`config.mk`:
```
export PLATFORM = sky130hd
export DESIGN_NAME = fsp_isqrt
export DESIGN_NICKNAME = d
export VERILOG_FILES = /design/src/design/fft_spectrum_peak_finder_macros.svh /design/src/design/fsp_pkg.sv /design/src/design/fsp_isqrt.sv
export SDC_FILE = /design/constraint.sdc
export NUM_CORES = 1
export LEC_CHECK = 0
export ABC_AREA = 1
export BUFFER_PORTS_ARGS = -buffer_cell sky130_fd_sc_hd__buf_4
export CELL_PAD_IN_SITES_DETAIL_PLACEMENT = 0
export CELL_PAD_IN_SITES_GLOBAL_PLACEMENT = 1
export CORE_ASPECT_RATIO = 1.25
export CORE_UTILIZATION = 39
export DETAILED_ROUTE_END_ITERATION = 8
export GPL_TIMING_DRIVEN = 0
export HOLD_SLACK_MARGIN = 0.08
export PLACE_DENSITY_LB_ADDON = 0.1
export SKIP_CTS_REPAIR_TIMING = 1
export SYNTH_ARGS = -nofsm -noshare
export SYNTH_HDL_FRONTEND = slang
export SYNTH_SLANG_ARGS = --single-unit
```
`constraint.sdc`:
```
create_clock -name clk -period 14.4 [get_ports clk]
set_input_delay 1.44 -clock clk [delete_from_list [all_inputs] [get_ports clk]]
set_output_delay 1.44 -clock clk [all_outputs]
set_load 0.03 [all_outputs]
```
`src/design/fft_spectrum_peak_finder_macros.svh`:
```
// Assertion macros for the spectrum peak finder.
// Taken in by `include in the files that check their own logic.
`ifndef FFT_SPECTRUM_PEAK_FINDER_MACROS_SVH
`define FFT_SPECTRUM_PEAK_FINDER_MACROS_SVH
`ifndef SYNTHESIS
// antecedent holds -> consequent holds in the same cycle
`define FSP_ASSERT_IMP(label, clock, reset, ante, cons, msg) \
  label: assert property (@(posedge clock) disable iff (reset) (ante) |-> (cons)) \
    else $error(msg);
// antecedent holds -> consequent holds in the next cycle
`define FSP_ASSERT_NEXT(label, clock, reset, ante, cons, msg) \
  label: assert property (@(posedge clock) disable iff (reset) (ante) |=> (cons)) \
    else $error(msg);
`else
`define FSP_ASSERT_IMP(label, clock, reset, ante, cons, msg)
`define FSP_ASSERT_NEXT(label, clock, reset, ante, cons, msg)
`endif
`endif

```
`src/design/fsp_pkg.sv`:
```
// Shared types, constants and elaboration-time twiddle generation for the
// spectrum peak finder. No dependencies.
package fsp_pkg;

  localparam int POINTS_DEFAULT       = 128;
  localparam int TWIDDLE_BITS_DEFAULT = 16;
  localparam int SAMPLE_BITS_DEFAULT  = 16;

  localparam int DATA_W   = 24;            // real or imaginary part
  localparam int TW_W     = 24;            // twiddle storage, signed
  localparam int PROD_W   = DATA_W + TW_W;
  localparam int ACC_W    = PROD_W + 2;
  localparam int SQ_W     = 50;            // 4*(re^2+im^2)
  localparam int ROOT_W   = SQ_W / 2;
  localparam int STAGE_W  = 3;
  localparam int BIN_W    = 6;
  localparam int AMP_W    = 16;
  localparam int FREQ_W   = 19;
  localparam int RATE_W   = 20;
  localparam int TW_COUNT = 64;

  localparam logic [RATE_W-1:0] RATE_RESET = RATE_W'(1000);
  localparam logic [1:0]        REG_RATE   = 2'd0;

  localparam logic [63:0] PI_Q30 = 64'd3373259426;

  typedef logic signed [TW_W-1:0] tw_tab_t [TW_COUNT];

  function automatic logic signed [DATA_W-1:0] sat24(input logic signed [ACC_W:0] v);
    logic signed [ACC_W:0] hi;
    logic signed [ACC_W:0] lo;
    hi = (ACC_W+1)'(signed'(24'sh7FFFFF));
    lo = (ACC_W+1)'(signed'(24'sh800000));
    if (v > hi) return 24'sh7FFFFF;
    else if (v < lo) return 24'sh800000;
    else return v[DATA_W-1:0];
  endfunction

  // sin(pi*i/64) in Q1.f, Taylor series in Q30 (elaboration only)
  function automatic logic signed [63:0] sine_q(input int i, input int f);
    logic [63:0] x;
    logic [63:0] term;
    logic signed [63:0] sum;
    logic signed [63:0] v;
    x = (PI_Q30 * 64'(i)) >> 6;
    term = x;
    sum = signed'(x);
    for (int n = 1; n <= 10; n++) begin
      term = (term * x) >> 30;
      term = (term * x) >> 30;
      case (n)
        1: term = term / 6;
        2: term = term / 20;
        3: term = term / 42;
        4: term = term / 72;
        5: term = term / 110;
        6: term = term / 156;
        7: term = term / 210;
        8: term = term / 272;
        9: term = term / 342;
        default: term = term / 420;
      endcase
      if (n % 2 == 1) sum = sum - signed'(term);
      else sum = sum + signed'(term);
    end
    if (sum < 0) sum = 0;
    v = (sum + (64'sd1 <<< (29 - f))) >>> (30 - f);
    if (v > ((64'sd1 <<< f) - 1)) v = (64'sd1 <<< f) - 1;
    return v;
  endfunction

  function automatic tw_tab_t make_tw_re(input int f);
    tw_tab_t t;
    for (int m = 0; m < TW_COUNT; m++) begin
      if (m <= 32) t[m] = TW_W'(sine_q(32 - m, f));
      else t[m] = TW_W'(-sine_q(m - 32, f));
    end
    return t;
  endfunction

  function automatic tw_tab_t make_tw_im(input int f);
    tw_tab_t t;
    for (int m = 0; m < TW_COUNT; m++) begin
      if (m <= 32) t[m] = TW_W'(-sine_q(m, f));
      else t[m] = TW_W'(-sine_q(64 - m, f));
    end
    return t;
  endfunction

endpackage

```
`src/design/fsp_isqrt.sv`:
```
// Bit-serial floor square root, one result bit per cycle.
// Depends on fsp_pkg.
module fsp_isqrt (
  input  logic                         clk,
  input  logic                         rst,
  input  logic                         go,
  input  logic [fsp_pkg::SQ_W-1:0]     value,
  output logic                         done,
  output logic [fsp_pkg::ROOT_W-1:0]   root
);

  localparam int W = fsp_pkg::SQ_W;

  logic         running;
  logic [W-1:0] rem;
  logic [W-1:0] res;
  logic [W-1:0] bitv;
  logic [W-1:0] trial;

  assign trial = res + bitv;
  assign root  = res[fsp_pkg::ROOT_W-1:0];

  always_ff @(posedge clk) begin
    if (rst) begin
      running <= 1'b0;
      done    <= 1'b0;
    end else begin
      done <= 1'b0;
      if (go) begin
        running <= 1'b1;
      end else if (running && bitv == W'(1)) begin
        running <= 1'b0;
        done    <= 1'b1;
      end
    end
  end

  always_ff @(posedge clk) begin
    if (go) begin
      rem  <= value;
      res  <= '0;
      bitv <= W'(1) << (W - 2);
    end else if (running) begin
      if (rem >= trial) begin
        rem <= rem - trial;
        res <= (res >> 1) + bitv;
      end else begin
        res <= res >> 1;
      end
      bitv <= bitv >> 2;
    end
  end

endmodule

```
==> metrics.cfg <==
[status]
status = finished clean

[cells_and_area]
final_nets = 2749
drive_gt1_share_pct = 7.06
antenna_cells = 0
final_cell_area_um2 = 16400
fillers = 4072
syn2layout_area_growth_pct = 12.3
multi_input_area_um2 = 9710
register_area_um2 = 3040

[die]
dieArea_um2 = 38200
coreArea_um2 = 36600
rows = 78
die_w_um = 175
start_util_pct = 39.9
ioPinCount = 79
dieHeight_um = 218

[timing]
fin_ws_ps = 8750
tns_ps = 0
rsz0062_at_grt = false
period_needed_ps = 5650
worst_slew_pin_slew_ps = 1160
hold_violations = 0
worst_clock_skew_ps = 13.0
whs_ps = 523
maxClockFrequency_mhz = 177
period_share_pct = 39.3
relSlewSlack_pct = 22.7
slew_viol_final = 0
setup_viol = 0

[logic_synthesis]
synth_seq_cells = 127
synth_area_um2 = 14600
synth.largest_area_cell = nand2_1
synth_common_cells = nand2_1 (736), inv_1 (375), nor2_1 (265)
yosys_most_used_dff = dfxtp_1
ys_types = 49
syn_avg_cell_area_um2 = 5.85
yosys-top-cells-area = nand2_1 (19%), dfxtp_1 (11%), edfxtp_1 (10%)
yosys_warnings = 0
synth_most_common_cell = nand2_1
synthesis.nets = 2651
ys_seq_area_share_pct = 20.8
netlist.area_leader.share_pct = 18.9
synth_edf_count = 50
synth_cells = 2495
synth_async_sr_flop_share_pct = 0

[route]
ant_nets = 0
via_count = 16475
avgRoutedWirePerCell_um = 20.4
drt_wl_total_mm = 62.9
dr.pass1.iters = 5
remaining_drc_errors = 0
drt_iter0_drc = 925
routed_via_density = 5.34

[placed_design]
place.port_buffers = 78
post-place-ws_ps = 8810
dpl_cell_area_um2 = 15800
dp_hpwl_mm = 53.4
gp_congestion = 0.955

[global_route]
overflow = 0
antenna_found_initial = 0
grt_pass1_wl_mm = 93.9
grt_max_degree = 35
grt_pass1_vias = 16384
grtUsageTotal_pct = 33.3

[setup_path]
cpMostUsedCell = nand2_1
rrSetupSlack_ps = 8750
reg2reg_from = res[12]
max_stage_delay_ps = 560
required_ps = 14550
cp.arrival_ps = 5800
end_kind = register
path_cells = ha_1, nand2_1, o21ai_0, a21oi_1, o21ai_0, a21oi_1, o21ai_0, nand2_1, nand2_1, nand2_1, nand2_1, ha_1, nand2_1, nor2_1, inv_1, nor2_2, nand2_2, nor2_4, nand2_4, nand3_4, nand2_2, nand2_2, buf_12
start_kind = register
startpoint = res[12]
crit_fanout = 34
critPathKind = reg2reg
cp_slowest_cell = dfxtp_1
ff2ff_path_depth = 23
rr_endpoint = rem[16]

[pwr]
power_density_nw_per_um2 = 202
leakage_nw = 7.36
ir_worst_vdd_uv = 137

[clocking]
numCtsBuffers = 17
tritoncts = done
clk_path_buf_depth = 2
clock_latency_ps = 460
htreeDepth = 4
path_clk_slew_ps = 70
clockRootBuffer = clkbuf_16
cts_sinks = 127

[hold_path]
min-delay-start = res[0]
hold_class = reg2reg
hold_depth = 2
worstHoldEndpoint = res[0]

[job]
maxCapViolations = 0

-- per-stage QoR --
step | instances | power [mW] | util, %
after floorplan | 2495 | 2.13 | -
after global placement | 3053 | 2.82 | 43.2
after detailed placement | 3054 | 2.83 | 43.2
after CTS | 3086 | 3.29 | 44.8
after global routing | 3086 | 3.58 | 44.8
final | 3086 | 3.31 | 44.8
-- worst max-delay path, delay by kind of cell (launching register included) --
family / cells / cell delay (ps)
AO/OA/AOI/OAI: 5 / 1400
flip-flops: 1 / 560
adder cells (fa/ha/maj): 2 / 750
buffers and inverters: 2 / 400
AND/OR/NAND/NOR: 14 / 2160
-- logic make-up (layout without fill, tap and decap cells) --
kind of cell	after synthesis	after routing	share of synthesized area, %
DFF	127	127	20.8
adders and majority gates	103	103	8.87
AOI/OAI and AO/OA	437	437	16.0
xor gates and xnor gates	73	73	4.38
buffers and inverters	453	564	12.7
and+or+nand+nor	1302	1302	37.2
-- layout make-up --
cell class | instances | share of cell area [%]
inverters | 382 | 8.75
flip-flops and latches | 127 | 18.5
repair buffers | 79 | 3.69
plain buffers | 71 | 2.57
multi-input cells | 1915 | 59.2
clock buffers | 17 | 2.59
clock inverters | 15 | 1.01
well taps | 480 | 3.66
-- flip-flops by register name (all words and copies together) (netlist names) --
signal,flops
rem,50
res,50
bitv,25
running,1
done,1
-- layer usage --
layer | GRT usage [%] | share of wire [%] | up-vias
li1 | - | - | 8263
met1 | 36.3 | 39 | 7599
met2 | 61.2 | 51 | 464
met3 | 3.58 | 3.6 | 149
met4 | 21.2 | 6.6 | 0
met5 | 0 | 0 | -
-- how the worst max path moves through the flow --
stage,endpoint,slack (ps)
floorplan,rem[0],9760
global placement,rem[4],7560
detailed placement,rem[4],8810
CTS,rem[16],8790
global route,rem[16],8500
finish,rem[16],8750
-- placed cells by master, fill, tap and decap left out, drive strengths merged, types with 48 or more instances in the layout --
cell type / n
nor2: 272
nand3: 181
edfxtp: 50
dfxtp: 77
buf: 119
nand2: 746
inv: 391
o21ai: 173
ha: 102
clkbuf: 48
a21oi: 205
-- power breakdown --
group	leakage, nW	internal (mW)	switching, mW
sequential	1.14	0.524	0.118
combinational	5.93	0.730	1.49
clock	0.289	0.246	0.208
(Power assumes the default switching activity.)
